**src/hdl/mg_rk4_pkg.sv**
```systemverilog
`default_nettype none
// ----------------------------------------------------------------------------
// mg_rk4_pkg
// Shared types, constants and fixed-point helpers of the Mackey-Glass
// fourth-order Runge-Kutta generator.
// ----------------------------------------------------------------------------
package mg_rk4_pkg;

    localparam int MAX_DELAY_DEF = 32;
    localparam int FRAC_BITS_DEF = 28;

    localparam logic [30:0] START_RST = 31'd26843546;
    localparam logic [5:0]  DELAY_RST = 6'd17;
    localparam logic [30:0] GAIN_RST  = 31'd53687091;
    localparam logic [30:0] DECAY_RST = 31'd26843546;
    localparam logic [4:0]  EXP_RST   = 5'd10;

    localparam logic signed [31:0] Q_MAX   = 32'sh7FFF_FFFF;
    localparam logic signed [31:0] Q_MIN   = 32'sh8000_0000;
    // ceil(2^33 / 3): exact floor division by three for operands below 2^33.
    localparam logic [31:0]        RECIP_THREE = 32'hAAAA_AAAB;

    typedef enum logic [2:0] {
        REG_START = 3'd0,
        REG_DELAY = 3'd1,
        REG_GAIN  = 3'd2,
        REG_DECAY = 3'd3,
        REG_EXP   = 3'd4
    } reg_idx_t;

    typedef enum logic [4:0] {
        ST_IDLE, ST_FILL, ST_MODPOS, ST_RD0, ST_RD1, ST_XM,
        ST_PW_INIT, ST_PW_MUL, ST_PW_RND, ST_NUM_MUL, ST_NUM_RND,
        ST_DIV_GO, ST_DIV_WAIT, ST_K_MUL, ST_K_RND, ST_K_SUB, ST_K_Y,
        ST_FIN, ST_FIN_WAIT, ST_FIN_ADD, ST_WB
    } state_t;

    typedef struct packed {
        logic               clip;
        logic signed [31:0] val;
    } sat_t;

    typedef struct packed {
        logic               done;
        logic               ovf;
        logic signed [31:0] quot;
    } div_res_t;

    function automatic sat_t sat32(input logic signed [63:0] v);
        sat_t r;
        if (v > 64'sd2147483647) begin
            r.clip = 1'b1;
            r.val  = Q_MAX;
        end else if (v < -64'sd2147483648) begin
            r.clip = 1'b1;
            r.val  = Q_MIN;
        end else begin
            r.clip = 1'b0;
            r.val  = v[31:0];
        end
        return r;
    endfunction

    // Round half up, then drop the fraction bits with a floor shift.
    function automatic sat_t qround(input logic signed [63:0] p, input int unsigned frac);
        logic signed [63:0] t;
        t = (p + (64'sd1 <<< (frac - 1))) >>> frac;
        return sat32(t);
    endfunction

endpackage
`default_nettype wire

```
**src/hdl/mg_rk4_div.sv**
```systemverilog
`default_nettype none
// ----------------------------------------------------------------------------
// mg_rk4_div
// Signed restoring divider, one quotient bit per cycle, quotient truncated
// toward zero and saturated to 32 bits.
// ----------------------------------------------------------------------------
module mg_rk4_div #(
    parameter int DW = 60
) (
    input  wire logic                 aclk,
    input  wire logic                 aresetn,
    input  wire logic                 start,
    input  wire logic signed [DW-1:0] dividend,
    input  wire logic signed [31:0]   divisor,
    output mg_rk4_pkg::div_res_t      res
);

    localparam int CNTW = $clog2(DW + 1);

    logic            busy_reg, busy_next;
    logic            done_reg, done_next;
    logic [CNTW-1:0] cnt_reg, cnt_next;
    logic [DW-1:0]   quo_reg, quo_next;
    logic [32:0]     rem_reg, rem_next;
    logic [31:0]     dmag_reg, dmag_next;
    logic            neg_reg, neg_next;
    logic [32:0]     rem_sh;

    always_comb begin
        busy_next = busy_reg;
        done_next = 1'b0;
        cnt_next  = cnt_reg;
        quo_next  = quo_reg;
        rem_next  = rem_reg;
        dmag_next = dmag_reg;
        neg_next  = neg_reg;
        rem_sh    = {rem_reg[31:0], quo_reg[DW-1]};
        if (start) begin
            busy_next = 1'b1;
            cnt_next  = '0;
            rem_next  = '0;
            quo_next  = dividend[DW-1] ? DW'(-dividend) : DW'(dividend);
            dmag_next = divisor[31] ? 32'(-divisor) : 32'(divisor);
            neg_next  = dividend[DW-1] ^ divisor[31];
        end else if (busy_reg) begin
            if (rem_sh >= {1'b0, dmag_reg}) begin
                rem_next = rem_sh - {1'b0, dmag_reg};
                quo_next = {quo_reg[DW-2:0], 1'b1};
            end else begin
                rem_next = rem_sh;
                quo_next = {quo_reg[DW-2:0], 1'b0};
            end
            cnt_next = cnt_reg + 1'b1;
            if (cnt_reg == CNTW'(DW - 1)) begin
                busy_next = 1'b0;
                done_next = 1'b1;
            end
        end
    end

    always_ff @(posedge aclk) begin
        if (!aresetn) begin
            busy_reg <= 1'b0;
            done_reg <= 1'b0;
        end else begin
            busy_reg <= busy_next;
            done_reg <= done_next;
        end
        cnt_reg  <= cnt_next;
        quo_reg  <= quo_next;
        rem_reg  <= rem_next;
        dmag_reg <= dmag_next;
        neg_reg  <= neg_next;
    end

    always_comb begin
        res.done = done_reg;
        res.ovf  = 1'b0;
        if (neg_reg) begin
            if (quo_reg > DW'(32'h8000_0000)) begin
                res.ovf  = 1'b1;
                res.quot = mg_rk4_pkg::Q_MIN;
            end else begin
                res.quot = 32'(~quo_reg[31:0] + 32'd1);
            end
        end else begin
            if (quo_reg > DW'(32'h7FFF_FFFF)) begin
                res.ovf  = 1'b1;
                res.quot = mg_rk4_pkg::Q_MAX;
            end else begin
                res.quot = quo_reg[31:0];
            end
        end
    end

endmodule
`default_nettype wire
```
**config.mk**
```make
export PLATFORM = sky130hd
export DESIGN_NAME = mg_rk4_div
export DESIGN_NICKNAME = d
export VERILOG_FILES = /design/src/hdl/mg_rk4_pkg.sv /design/src/hdl/mg_rk4_div.sv
export SDC_FILE = /design/constraint.sdc
export NUM_CORES = 1
export LEC_CHECK = 0
export ABC_AREA = 1
export BUFFER_PORTS_ARGS = -buffer_cell sky130_fd_sc_hd__buf_2
export CAP_MARGIN = 10
export CORE_MARGIN = 1
export CORE_UTILIZATION = 60
export CTS_CLUSTER_SIZE = 14
export DETAILED_ROUTE_END_ITERATION = 10
export GPL_TIMING_DRIVEN = 0
export PLACE_DENSITY = 0.81
export SETUP_SLACK_MARGIN = 0.05
export SYNTH_ARGS = -nofsm -noshare
export SYNTH_HDL_FRONTEND = slang
export SYNTH_SLANG_ARGS = --single-unit
```
**constraint.sdc**
```tcl
create_clock -name aclk -period 5.45 [get_ports aclk]
set_input_delay 0.8175 -clock aclk [delete_from_list [all_inputs] [get_ports aclk]]
set_output_delay 0.8175 -clock aclk [all_outputs]
set_load 0.05 [all_outputs]
```
Word level (Yosys, flattened, before mapping)
Index checks and enable logic that the tools add are counted.
{"block": "word_totals", "inputBits": 95, "output_inout_bits": 34, "reg_bits": 133, "wordCells": 38}
{"block": "op_classes", "n_bitwise": 4, "n_eq_ne": 1, "order_cmp": 3, "reduce_logical": 2, "mux": 15, "addsub": 5}
{"operator": "$mux 60", "n": 3}
{"operator": "$mux 32", "n": 3}
{"operator": "$gt 60x31->1 const B", "n": 1}
{"operator": "$gt 60x32->1 const B", "n": 1}
{"operator": "$neg 60->60", "n": 1}
{"operator": "$ge 33x32->1", "n": 1}
{"operator": "$mux 33", "n": 1}
{"operator": "$add 32x1->32 const B", "n": 1}
{"operator": "$neg 32->32", "n": 1}
{"operator": "$not 32->32", "n": 1}
{"operator": "$sub 32x32->32", "n": 1}
{"operator": "$mux 31", "n": 1}
{"operator": "$mux 1", "n": 7}
{"operator": "$add 6x1->6 const B", "n": 1}
{"operator": "$eq 6x6->1 const B", "n": 1}
{"operator": "$reduce_or 3->1", "n": 1}
{"operator": "$not 1->1", "n": 2}
{"operator": "$reduce_bool 2->1", "n": 1}
{"operator": "$xor 1x1->1", "n": 1}

Logic depth before layout (Yosys ltp)
{"block": "depth", "ltp_word": 4, "ltp_mapped": 17, "depth_no_buf": 16}

Least setup slack after synthesis
OpenSTA, ideal clock, no wires.
{"block": "synth_timing", "path_type": "input -> register", "startpoint": "input start", "endpoint": "register quo_reg[0] (enable)", "required_time_ps": 5002, "setup_ps": 448, "arrival_time_ps": 3135, "cell_stages": 4, "n_path_buf": 2, "slack_ps": 1867, "path_cell_list": "clkbuf_1 -> nor2_1 -> inv_1 -> clkbuf_1"}
{"block": "synth_between", "elab_chain_cells": 1}
{"element": "start, declared", "line_no": "mg_rk4_div.sv:12", "rtl": "input wire logic start,"}
{"element": "$reduce_bool 2->1 (no line)"}
{"element": "end signal, assigned", "line_no": "mg_rk4_div.sv:70", "rtl": "quo_reg <= quo_next;"}
{"element": "end, declared", "line_no": "mg_rk4_div.sv:23", "rtl": "logic [DW-1:0] quo_reg, quo_next;"}
No other way between the ends.
A chain may end at the register's enable or synchronous reset.

==> key figures <==
Min path
  • Worst min-delay path class: reg -> reg

Clock tree
  • H-tree depth: 4
  • TritonCTS Buffers: 17
  • Sink Count: 133
  • Cts hold-fix bufs: 0
  • Cts repair resizes: 0
  • TritonCTS clock tree: built
  • Post-CTS Setup Bufs: 0
  • Clk slew on worst S/H paths: 0.07 ns
  • Clock buffer depth: 2
  • Clock root buffer: clkbuf_16
  • Clk_lat worst skew: 0.44 ns

Logic synthesis
  • Post-Synthesis Cell Area: approximately 12000 sq um
  • Seq/Total Area, Yosys: 29.1%
  • Asr flop ratio synth: 0%
  • Post-synth EDFFs: 93
  • Synth warn: 0
  • Post-synth top cells: nand2_1 (688), inv_1 (291), nor2_1 (207), nand3_1 (162), o21ai_0 (95)
  • Synth area leaders: edfxtp_1 (23%), nand2_1 (21%), inv_1 (8.9%)
  • Cell count after synthesis: 1976
  • Synth top area share: 22.6%
  • Top_reg_cell synth: edfxtp_1
  • Count leader, synth: nand2_1
  • Netlist cell types: 47
  • Avg Inst Size Synth: 6.24 sq um
  • Synth Net Count: 2108
  • Dominant cell type by area after synthesis: edfxtp_1
  • Register bit count reported by yosys: 133

Place
  • Final HPWL DP: 31100 um
  • IO buf count: roughly 130
  • Gp weighted congestion: 1.03

STA
  • RSZ-0062 raised after global routing: no
  • Fin crit share: roughly 66%
  • Crit path time final: 3.60 ns
  • Least-Margin Pin Slew: 0.943 ns
  • Slew Limit Fails: 0
  • TNS Setup: 0 ns
  • Skew final: 0.00983 ns
  • Final hold viol count: 0
  • Worst slew margin: 37.1%
  • FMAX: 278 MHz
  • Final setup viols: 0

Route
  • Drt wl/cell: 16.2 um
  • Overall via count from detail_route: 13300
  • Final Routed Wirelength: 38900 um
  • DRT Pass-1 Iters: 6
  • Initial DRC count: 1507
  • DRT antenna net count: 0
  • Vias per cell: around 5.5
  • DR DRC count: 0

Setup path
  • Crit path max fanout: 10
  • Max incr delay on CP: 0.39 ns
  • Startpoint types: register
  • CP Class: reg -> out
  • Top cell by count, worst path: nand2_1
  • Arrival time worst endpoint: 2.78 ns
  • CP endpoint kind: output pin
  • Critical path cell sequence: or2_1, nor3_1, nand4_1, nor2_1, o21ai_1, nor2_2, buf_4, nand2_1, nand2_1, buf_2
  • Buf/Inv on CP: 2
  • R2R Setup Slk: 2.77 ns
  • Slowest cell on the critical path: edfxtp_1
  • CP delay by family, top: simple AND/OR/NAND/NOR gates
  • Worst endpoint required time: 4.63 ns

Floorplan
  • Initial Util: 61.2%
  • Die Ht: 145 um
  • Placeable Area: 20200 sq um
  • Row count: between 50 and 60
  • Die area: roughly 21000 sq um
  • Ports: 129
  • Chip width: ~150 um

Flow run
  • Max-Cap Viols: 0

Global routing
  • Initial antenna violation count: 0
  • First-pass GRT wire length: 61500 um
  • Grt total ovfl: 0
  • Vias in the first global route: 12100
  • Largest net degree at the start of global routing: 70
  • GR Util All Layers: around 37%

Cells and area
  • Fin nets: about 2300
  • Area Overhead vs Synth: 12.6%
  • Ant. Diodes: 0
  • Layout cells sized above 1: 11.3%
  • Max reg flops: 60
  • Fillcell total: 1840

Pwr
  • Pleak: just under 7 nW
  • PD cells: 225 nW/um^2
  • Max VDD drop: approximately 0.22 mV
  • Power Total: ~3.1 mW

Outcome
  • Outcome: complete, no violations
==> per-stage QoR <==
stage                     instance area [sq um]  hold slack [ns]  worst slack [ns]  utilization, %  instances
after floorplan                           12300            0.443              1.87               -       1976
after global placement                    13300            0.456            0.0727            66.0       2373
after detailed placement                  13300            0.460              1.89            66.0       2373
after CTS                                 13900            0.472              1.89            68.9       2405
after global routing                      13900            0.492              1.71            68.9       2405
final                                     13900            0.473              1.85            68.9       2405
==> report_power, final <==
part / switching, mW / internal [mW] / total [mW]
Sequential: 0.0694 / 1.18 / 1.25
Combinational: 0.503 / 0.208 / 0.711
Clock: 0.513 / 0.650 / 1.16
==> worst reg2reg max path, stage by stage, from the launching register on <==
cell and delay [ns]:
edfxtp_1 0.33, inv_1 0.04, ha_1 0.38, a21oi_1 0.44
nand2_1 0.16, a21oi_1 0.18, nand2_1 0.13, nor2_4 0.23
buf_2 0.31, nand3b_1 0.11, nand3_1 0.19, nand2_1 0.07
==> layout by cell type, fill, tap and decap left out, types with 12 or more instances in the layout <==
cell type	instances
dfxtp_1	40
nor4_1	12
o21ai_0	95
nand3_1	162
nor3_1	23
xor2_1	75
clkbuf_16	17
a21oi_1	27
nand2_2	16
nor2_1	207
nand2_1	688
inv_1	291
nand3b_1	20
ha_1	36
clkbuf_1	27
nand4_1	29
edfxtp_1	93
xnor2_1	26
buf_2	134
==> cell families after synthesis <==
kind of cell               Yosys count  synth area share (%)
AOI/OAI and AO/OA                  154                  6.67
xor gates and xnor gates           101                  7.17
adders and majority gates           37                  3.81
buffers and inverters              347                  11.1
DFF                                133                  29.1
and+or+nand+nor                   1204                  42.1
==> layer usage <==
layer | vias to the layer above | share of wire, % | global-route usage, %
met5 | - | 0 | 0
met4 | 0 | 2.4 | 11.9
met2 | 722 | 43 | 56.2
met1 | 5984 | 44 | 52.5
met3 | 84 | 11 | 8.53
li1 | 6546 | - | -
==> final timing paths <==
kind                           start                       end  cells after the start
max            quo_reg[53]$_DFFE_PP_                   res[26]                     10
min reg2reg  rem_reg[9]$_SDFFE_PP0P_   rem_reg[9]$_SDFFE_PP0P_                      2
max reg2reg   dmag_reg[28]$_DFFE_PP_  rem_reg[21]$_SDFFE_PP0P_                     11
min          rem_reg[9]$_SDFFE_PP0P_   rem_reg[9]$_SDFFE_PP0P_                      2
==> area by class of cell <==
| cell class | instances | area [sq um] | area share, % |
|---|---|---|---|
| multi-input cells | 1496 | 7370 | 53.0 |
| flip-flops and latches | 133 | 3590 | 25.9 |
| inverters | 296 | 1110 | 8.00 |
| repair buffers | 127 | 636 | 4.57 |
| clock buffers | 17 | 425 | 3.06 |
| well taps | 270 | 338 | 2.43 |
| plain buffers | 51 | 265 | 1.91 |
| clock inverters | 15 | 158 | 1.13 |
No activity file was read; power rests on OpenSTA's default activity.
