## src/hdl/mg_rk4_pkg.sv

```systemverilog
`default_nettype none
// ----------------------------------------------------------------------------
// mg_rk4_pkg
// Shared types, constants and fixed-point helpers of the Mackey-Glass
// fourth-order Runge-Kutta generator.
// ----------------------------------------------------------------------------
package mg_rk4_pkg;

    localparam int MAX_DELAY_DEF = 32;
    localparam int FRAC_BITS_DEF = 28;

    localparam logic [30:0] START_RST = 31'd26843546;
    localparam logic [5:0]  DELAY_RST = 6'd17;
    localparam logic [30:0] GAIN_RST  = 31'd53687091;
    localparam logic [30:0] DECAY_RST = 31'd26843546;
    localparam logic [4:0]  EXP_RST   = 5'd10;

    localparam logic signed [31:0] Q_MAX   = 32'sh7FFF_FFFF;
    localparam logic signed [31:0] Q_MIN   = 32'sh8000_0000;
    // ceil(2^33 / 3): exact floor division by three for operands below 2^33.
    localparam logic [31:0]        RECIP_THREE = 32'hAAAA_AAAB;

    typedef enum logic [2:0] {
        REG_START = 3'd0,
        REG_DELAY = 3'd1,
        REG_GAIN  = 3'd2,
        REG_DECAY = 3'd3,
        REG_EXP   = 3'd4
    } reg_idx_t;

    typedef enum logic [4:0] {
        ST_IDLE, ST_FILL, ST_MODPOS, ST_RD0, ST_RD1, ST_XM,
        ST_PW_INIT, ST_PW_MUL, ST_PW_RND, ST_NUM_MUL, ST_NUM_RND,
        ST_DIV_GO, ST_DIV_WAIT, ST_K_MUL, ST_K_RND, ST_K_SUB, ST_K_Y,
        ST_FIN, ST_FIN_WAIT, ST_FIN_ADD, ST_WB
    } state_t;

    typedef struct packed {
        logic               clip;
        logic signed [31:0] val;
    } sat_t;

    typedef struct packed {
        logic               done;
        logic               ovf;
        logic signed [31:0] quot;
    } div_res_t;

    function automatic sat_t sat32(input logic signed [63:0] v);
        sat_t r;
        if (v > 64'sd2147483647) begin
            r.clip = 1'b1;
            r.val  = Q_MAX;
        end else if (v < -64'sd2147483648) begin
            r.clip = 1'b1;
            r.val  = Q_MIN;
        end else begin
            r.clip = 1'b0;
            r.val  = v[31:0];
        end
        return r;
    endfunction

    // Round half up, then drop the fraction bits with a floor shift.
    function automatic sat_t qround(input logic signed [63:0] p, input int unsigned frac);
        logic signed [63:0] t;
        t = (p + (64'sd1 <<< (frac - 1))) >>> frac;
        return sat32(t);
    endfunction

endpackage
`default_nettype wire

```

## src/hdl/mg_rk4_ring.sv

```systemverilog
`default_nettype none
// ----------------------------------------------------------------------------
// mg_rk4_ring
// Delay-line storage: one write port and one read port with registered data.
// ----------------------------------------------------------------------------
module mg_rk4_ring #(
    parameter int DEPTH = mg_rk4_pkg::MAX_DELAY_DEF,
    parameter int AW    = $clog2(DEPTH)
) (
    input  wire logic          aclk,
    input  wire logic          we,
    input  wire logic [AW-1:0] waddr,
    input  wire logic [31:0]   wdata,
    input  wire logic [AW-1:0] raddr,
    output logic [31:0]        rdata
);

    logic [31:0] mem [DEPTH];

    always_ff @(posedge aclk) begin
        if (we) begin
            mem[waddr] <= wdata;
        end
        rdata <= mem[raddr];
    end

endmodule
`default_nettype wire

```

## config.mk

```make
export PLATFORM = sky130hd
export DESIGN_NAME = mg_rk4_ring
export DESIGN_NICKNAME = d
export VERILOG_FILES = /design/src/hdl/mg_rk4_pkg.sv /design/src/hdl/mg_rk4_ring.sv
export SDC_FILE = /design/constraint.sdc
export NUM_CORES = 1
export LEC_CHECK = 0
export BUFFER_PORTS_ARGS = -buffer_cell sky130_fd_sc_hd__buf_4
export CAP_MARGIN = 10
export CORE_ASPECT_RATIO = 0.6
export CORE_MARGIN = 1
export CORE_UTILIZATION = 60
export DETAILED_ROUTE_END_ITERATION = 7
export MAX_ROUTING_LAYER = met4
export PLACE_DENSITY = 0.77
export SYNTH_ARGS = -nofsm -noshare
export SYNTH_HDL_FRONTEND = slang
export SYNTH_SLANG_ARGS = --single-unit
```

## constraint.sdc

```tcl
create_clock -name aclk -period 3.4 [get_ports aclk]
set_input_delay 0 -clock aclk [delete_from_list [all_inputs] [get_ports aclk]]
set_output_delay 0 -clock aclk [all_outputs]
set_load 0.05 [all_outputs]
```

## After elaboration in Yosys (flattened, before gate mapping)

Memory sizes are Yosys's and may differ from the RTL's. A register that Yosys moved wholly into a read port is not among the register bits.
Index checks and enable logic that the tools add are counted.

- Input bits: 44
- Bits in registers: 0
- Output and inout port bits: 32
- Memory bits (writable): 1,024
- Memories kept: 1
- Word-level logic and storage cells: 3

Memory list:

| name | words | bits a word | read ports | clocked after memory_dff | write ports | line | source |
|---|---|---|---|---|---|---|---|
| mem | 32 | 32 | 1 | 1 | 1 | mg_rk4_ring.sv:18 | `logic [31:0] mem [DEPTH];` |

- Multiplexer cells: 2

Operator list:

| cell | count |
|---|---|
| two-way mux 1 bit | 2 |

## Logic depth before layout (Yosys ltp)

Gate-level depths: netlist of run 1.

- Depth in word-level cells: 2
- Depth in mapped cells: 8
- Mapped depth without buffers: 5

## Worst setup path after synthesis of run 1

OpenSTA, ideal clock, no wires.

- Path type: input port to flip-flop
- Start point: input waddr[1]
- End point: memory mem[12][0] (enable)
- Setup slack: 966 ps
- Buffers on the path: 1
- Arrival: 2,013 ps
- Setup time: 421 ps
- Data required time: 2,979 ps
- Stages: 3
- Cells stage by stage: or3b_2 -> clkbuf_1 -> nor2_1

RTL lines:

| item | line | source |
|---|---|---|
| from (decl) | mg_rk4_ring.sv:12 | `input wire logic [AW-1:0] waddr,` |
| to (decl) | mg_rk4_ring.sv:18 |  |

Straight into the memory's write port.

==> impl_metrics.yaml, run 1 <==
outcome:
  status: "finished, final reports clean"
detailed_routing:
  vias: 21900
  dr.pass1.iters: 6
  drt-vias-per-instance: 6.47
  wl_microns: 100000
  wl_per_cell_microns: 29.6
  antenna_left: 0
  drcViolationCount: 0
  drt_iter0_markers: 3159
worst_setup_path:
  path_cells: "dlygate4sd3_1 > buf_4 > nor2_4 > buf_4 > buf_4 > a22o_1 > nor3_1 > a31oi_1 > nand3_1"
  endpoint: "rdata[22]$_DFF_P_"
  r2r-start: "mem[1][4]$_DFFE_PP_"
  cp_common_cell: "buf_4"
  r2r.worst_path.cells: 5
  r2r_slack_ns: 1.50
  slowest_stage: "a31oi_1"
  r2r-end: "rdata[4]$_DFF_P_"
  arrival_ns: 2.89
  setup.worst_path.class: "in2reg"
  worstPathRequired_ns: 3.88
  worstSetupStartpoint: "raddr[1]"
  setup.worst_path.start_class: "input pin"
  endpoint_kind: "flip-flop"
  cp_max_fo: 16
  cp_slowest_stage_delay_ns: 0.72
floorplan:
  coreArea_sq_um: 66500
  die_y_microns: 203
  dieArea_sq_um: 68600
  num_rows: 73
  io_pins: 76
  start_util_pct: 60.9
  die_w_microns: 337
global_route:
  grt_max_degree: 86
  antenna_found_initial: 6
  grtUsageMet1_pct: 46.6
  grt_pass1_vias: 21400
  grt_busiest_layer: "met1"
  gr-usage-met2_pct: 39.9
  overflow: 0
  grt_use_met3_pct: 11.5
  track_usage_pct: 30.8
  grt_pass1_wl_microns: 145000
power_and_ir_drop:
  power_density_nw_per_um2: 580
  p_sw_mw: 5.86
  power_leakage_nw: 16.0
  switching_share_pct: 22.1
  total_power_mw: 26.6
  power.internal_mw: 20.7
  p_comb_share_pct: 6.5
  pwr-share-seq_pct: 54.9
  max-vdd-ir-drop_v: 0.000430
  pwr-share-clk_pct: 38.6
synthesis:
  ys_ff_latch: 1056
  synthesis.area_sq_um: 40500
  synthAdderAreaFrac_pct: 0
  synth_xor_area_share_pct: 0
  synth-compound-area-share_pct: 4.85
  synth_nets: 2304
  avgSynthCellArea_sq_um: 17.9
  synth_mux_area_share_pct: 12.7
  ys_types: 25
  seq_area_frac_synth_pct: 77.5
  synth_top_family_by_area: "multiplexers"
  synth-simple-area-share_pct: 3.10
  syn-instance-count: 2260
  yosysWarnings: 0
run:
  maxCapViolations: 0
worst_hold_path:
  hp-start: "raddr[2]"
  min_path_type: "in2reg"
clock_network:
  cts_resized: 0
  insertion_delay_ns: 0.66
  htree_num_levels: 3
  cts.clk_slew.worst_paths_ns: 0.06
  root_buffer: "clkbuf_16"
  cts_tree: "done"
  cts_buffer_depth: 3
  cts_made_buffers: 89
  cts.sinks: 1056
sta:
  final-setup-viol-count: 0
  fmax_ghz: 0.414
  fin_skew_ns: 0.0339
  hold_viol_final: 0
  worstMarginPinSlew_ns: 1.09
  min_period_ns: 2.42
  slew_headroom_pct: 26.9
  maxSlewViolCount: 0
  min_period_over_period_pct: 71.1
  finalSetupTns_ns: 0
  rsz0062_at_grt: "no"
finish:
  area_growth_syn_to_layout_pct: 13.0
  drive_above_1_share_pct: 13.3
  fin_cells: 3392
  final_nets: 2458
  mostFrequentLayoutCells: "1024 x edfxtp_1, 512 x mux2i_1, 141 x buf_4"
  final_common_cell: "edfxtp_1"
place:
  hpwl_microns: 60800
  placedCellCount: 3190
  io_buffers: 75
  routabilityCongestion: 0.924
-- timing repair --
action	4_1_cts	5_1_grt
hold buffers	33	0
buffers inserted	0	0
endpoints found under the hold margin	1025	0
-- worst min path at each step --
stage,slack [ns],to,depth (start not counted)
after floorplan,0.1,mem[0][0]$_DFFE_PP_,0
after global placement,0.44,mem[3][15]$_DFFE_PP_,1
after detailed placement,0.45,rdata[31],1
after CTS,0.07,rdata[9]$_DFF_P_,5
after global routing,0.12,rdata[9]$_DFF_P_,5
final,0.09,rdata[9]$_DFF_P_,5
-- logic make-up (layout without fill, tap and decap cells) --
| group | count (synthesis) | after routing |
|---|---|---|
| buffers and inverters | 127 | 356 |
| and+or+nand+nor | 277 | 277 |
| AOI/OAI and AO/OA | 288 | 288 |
| muxes | 512 | 512 |
| DFF | 1056 | 1056 |
| other | 0 | 3 |
-- power groups by stage --
stage	Combinational [mW]	Sequential, mW	Clock [mW]
floorplan	0.748	15.0	0
CTS	1.68	14.6	10.3
global placement	1.61	14.9	0
global route	1.79	14.6	10.8
detailed placement	1.64	14.9	0
finish	1.72	14.6	10.2
-- per-stage QoR --
step	utilization, %	setup WS (ns)	hold slack, ns	instance area (sq um)
global placement	63.9	1.12	0.441	42500
CTS	68.8	1.15	0.0689	45700
finish	68.8	0.982	0.0915	45700
global route	68.8	0.932	0.121	45700
detailed placement	63.9	1.06	0.451	42500
floorplan	-	0.966	0.0989	40500
-- cell type report --
type | count | area [sq um]
multi-input cells | 1077 | 8610
well taps | 900 | 1130
flip-flops and latches | 1056 | 31400
clock inverters | 51 | 457
fillers | 4190 | 20800
diodes | 3 | 7.51
clock buffers | 115 | 2450
repair buffers | 190 | 1700
-- cells in the mapped netlist --
master       n  area share [%]
edfxtp_1  1024              76
nand3b_1     5           0.093
nand3_1     98             1.2
a22o_1      64             1.4
nor3_1      32            0.40
clkbuf_1    46            0.43
nand2b_1     2           0.031
clkbuf_4     2           0.037
or3b_2       3           0.065
dfxtp_1     32             1.6
a21oi_1     96             1.2
or2_2        1           0.015
buf_1        5           0.046
mux2i_1    512              13
a22oi_1     96             1.8
and2b_1      1           0.019
or3_1        1           0.015
nor2_1      34            0.32
and2_1       1           0.015
a31oi_1     32            0.49
buf_6       15            0.42
buf_2       26            0.32
nor2b_1      1           0.015
nand2_1     98            0.91
buf_4       33            0.61
-- layer usage --
layer / vias up / routed length, microns
met3: 122 / 16100
met4: 0 / 1530
met2: 1449 / 41500
met1: 11100 / 41200
li1: 9278 / -
met5: - / 0
-- state kept, by name, summed over array words and instances (netlist names) --
register,count
rdata,32
mem,1024
-- critical path, delay by kind of cell --
family	cells	cell delay, ns
buf+inv	4	1.23
compound gates	2	0.90
simple gates	3	0.75
Power figures use the tool's default switching activity.
==> inputs of run 2 (changes only) <==
- ABC_AREA: default -> 1
- CORE_UTILIZATION: 60 -> 56
- PLACE_DENSITY: 0.77 -> 0.75
- clock period: 3.4 -> 1.9 ns (I/O delays scaled with it)
==> run 2 against run 1 <==
Compared with the run above:
- largest cell class unchanged
- utilization is 4.3 points lower
- sequential share of layout area is 3.1 points lower
- clock power is 81% higher
==> impl_metrics.yaml, run 2 <==
global_route:
  track_usage_pct: 30.3
  grt_pass1_vias: 26400
  grt_max_degree: 142
  grt_pass1_wl_microns: 166000
  overflow: 0
  antenna_found_initial: 5
floorplan:
  coreArea_sq_um: 74300
  io_pins: 76
  die_y_microns: 215
  dieArea_sq_um: 76900
  die_w_microns: 357
  start_util_pct: 57.1
  num_rows: 77
power_and_ir_drop:
  power_density_nw_per_um2: 1000
  max-vdd-ir-drop_v: 0.00100
  power_leakage_nw: 17.6
sta:
  maxSlewViolCount: 0
  min_period_ns: 1.71
  whs_ns: 0.0261
  min_period_over_period_pct: 90.2
  rsz0062_at_grt: "no"
  final-setup-viol-count: 0
  hold_viol_final: 0
  slew_headroom_pct: 54.0
  fmax_ghz: 0.583
  worstMarginPinSlew_ns: 0.690
  fin_skew_ns: 0.0230
  layout_setup_ws_ns: 0.186
  finalSetupTns_ns: 0
detailed_routing:
  wl_microns: 112000
  drt_iter0_markers: 4348
  dr.pass1.iters: 8
  drcViolationCount: 0
  wl_per_cell_microns: 23.8
  antenna_left: 0
  vias: 28100
  drt-vias-per-instance: 5.97
synthesis:
  synth_commonest_cells: "1440 x nand2_1, 1024 x edfxtp_1, 780 x nand3_1, 83 x buf_2, 66 x buf_6"
  synth_top_cell_by_area: "edfxtp_1"
  ys_types: 14
  yosysMostFrequentCell: "nand2_1"
  avgSynthCellArea_sq_um: 12.0
  syn-instance-count: 3536
  ys_ff_latch: 1056
  synth_area_leaders: "edfxtp_1 73%, nand2_1 13%, nand3_1 9.2%"
  synth_top_area_share_pct: 72.5
  yosysWarnings: 0
  synthesis.area_sq_um: 42400
  synth_nets: 3580
  synth-async-reset-ratio_pct: 0
  synth_edf_count: 1024
  yosys_most_used_dff: "edfxtp_1"
  seq_area_frac_synth_pct: 74.0
finish:
  stdcell_area_sq_um: 47900
  area_growth_syn_to_layout_pct: 13.0
  top_register: "mem"
  mostFrequentLayoutCells: "1440 x nand2_1, 1024 x edfxtp_1, 780 x nand3_1"
  fin_cells: 4705
  final_nets: 3685
  drive_above_1_share_pct: 9.86
  largest_reg_flops: 1024
  final_common_cell: "nand2_1"
  reg.largest.list: "mem x1024, rdata x32"
clock_network:
  htree_num_levels: 3
  root_buffer: "clkbuf_16"
  cts_resized: 0
  cts_buffer_depth: 3
  cts.clk_slew.worst_paths_ns: 0.07
  cts.sinks: 1056
  cts_tree: "done"
  postCtsSetupRepairBufs: 0
  cts_made_buffers: 90
  insertion_delay_ns: 0.67
worst_hold_path:
  min_path_type: "in2reg"
  hp-start: "raddr[0]"
  min_to: "rdata[7]$_DFF_P_"
  min_path_cells: 9
place:
  placedCellCount: 4500
  hpwl_microns: 60500
  place_ws_ns: 0.326
  place_area_sq_um: 44600
  routabilityCongestion: 0.842
  io_buffers: 75
worst_setup_path:
  cp_common_cell: "nand2_1"
  r2r-end: "rdata[7]$_DFF_P_"
  r2r-start: "mem[11][7]$_DFFE_PP_"
  path_cells: "dlygate4sd3_1 > buf_6 > buf_12 > nand3_1 > nand2_1 > nand2_1 > nand2_1 > nand2_1 > dlygate4sd3_1 > nand2_1"
  cp_max_fo: 64
  setup.worst_path.start_class: "input pin"
  cp_slowest_stage_delay_ns: 0.61
  r2r_slack_ns: 0.36
  critPathBufInv: 4
  cp_top_family: "buffers and inverters"
  worstSetupStartpoint: "raddr[2]"
  worstPathRequired_ns: 2.50
  r2r.worst_path.cells: 9
  setup.worst_path.class: "in2reg"
  endpoint_kind: "flip-flop"
  arrival_ns: 2.32
  slowest_stage: "dlygate4sd3_1"
run:
  maxCapViolations: 0
outcome:
  status: "finished, final reports clean"
## run 2: cell types whose count changed after synthesis, sizes merged, moves of 5 or more
| cell | change |
|---|---|
| nand3b | -5 |
| clkbuf | -24 |
| inv | +10 |
| a22oi | -96 |
| nand2 | +1342 |
| nor3 | -32 |
| a31oi | -32 |
| a21oi | -96 |
| nand3 | +682 |
| a22o | -64 |
| buf | +115 |
| mux2i | -512 |
## run 2: cells by family (layout without fill, tap and decap cells)
| kind of cell | Yosys count | after routing | synth area share, % |
|---|---|---|---|
| flip-flops | 1056 | 1056 | 74.0 |
| AND/OR/NAND/NOR | 2252 | 2252 | 22.2 |
| buffers and inverters | 228 | 405 | 3.74 |
| other | 0 | 5 | 0 |
## run 2: area by class of cell
| cell class | count | area, sq um |
|---|---|---|
| diodes | 5 | 12.5 |
| clock buffers | 122 | 2470 |
| clock inverters | 42 | 432 |
| fillers | 5337 | 26400 |
| inverters | 10 | 67.6 |
| multi-input cells | 2252 | 9670 |
| flip-flops and latches | 1056 | 31400 |
| well taps | 987 | 1230 |
| repair buffers | 231 | 2640 |
## run 2: tightest hold or removal path, stage by stage
cell	delay, ns
buf_8	0.15
nand2_1	0.07
nand3_1	0.07
nand3_1	0.09
nand2_1	0.06
nand2_1	0.05
nand2_1	0.04
nand2_1	0.06
nand2_1	0.05
## run 2: worst max-delay path by stage
stage	endpoint	depth (start not counted)
detailed placement	mem[25][0]$_DFFE_PP_	5
CTS	rdata[7]$_DFF_P_	10
floorplan	mem[8][0]$_DFFE_PP_	3
global placement	rdata[28]$_DFF_P_	12
finish	rdata[7]$_DFF_P_	10
global route	rdata[7]$_DFF_P_	10
## run 2: where the power goes
part | total (mW) | internal [mW] | leakage [nW] | switching [mW]
clock network | 18.5 | 10.2 | 1.42 | 8.26
registers | 26.0 | 25.9 | 9.49 | 0.130
logic | 3.46 | 0.966 | 6.67 | 2.50
## run 2: what timing repair did
item                                    4_1_cts  5_1_grt
endpoints found under the setup margin        0        0
hold buffers                                 36        0
endpoints found under the hold margin      1051        0
## run 2: through the flow
step / utilization, % / total power, mW
floorplan: - / 28.5
global placement: 60.1 / 29.8
detailed placement: 60.1 / 29.8
CTS: 64.5 / 48.0
global route: 64.5 / 49.2
finish: 64.5 / 48.0
## run 2: per-layer routing
metal  track usage, %  vias up  routed length, microns
li1                 -    12500                       -
met4             8.11        0                    2940
met5                -        -                       0
met3             7.96      221                   15500
met1             44.2    13400                   44800
met2             42.1     1953                   48600
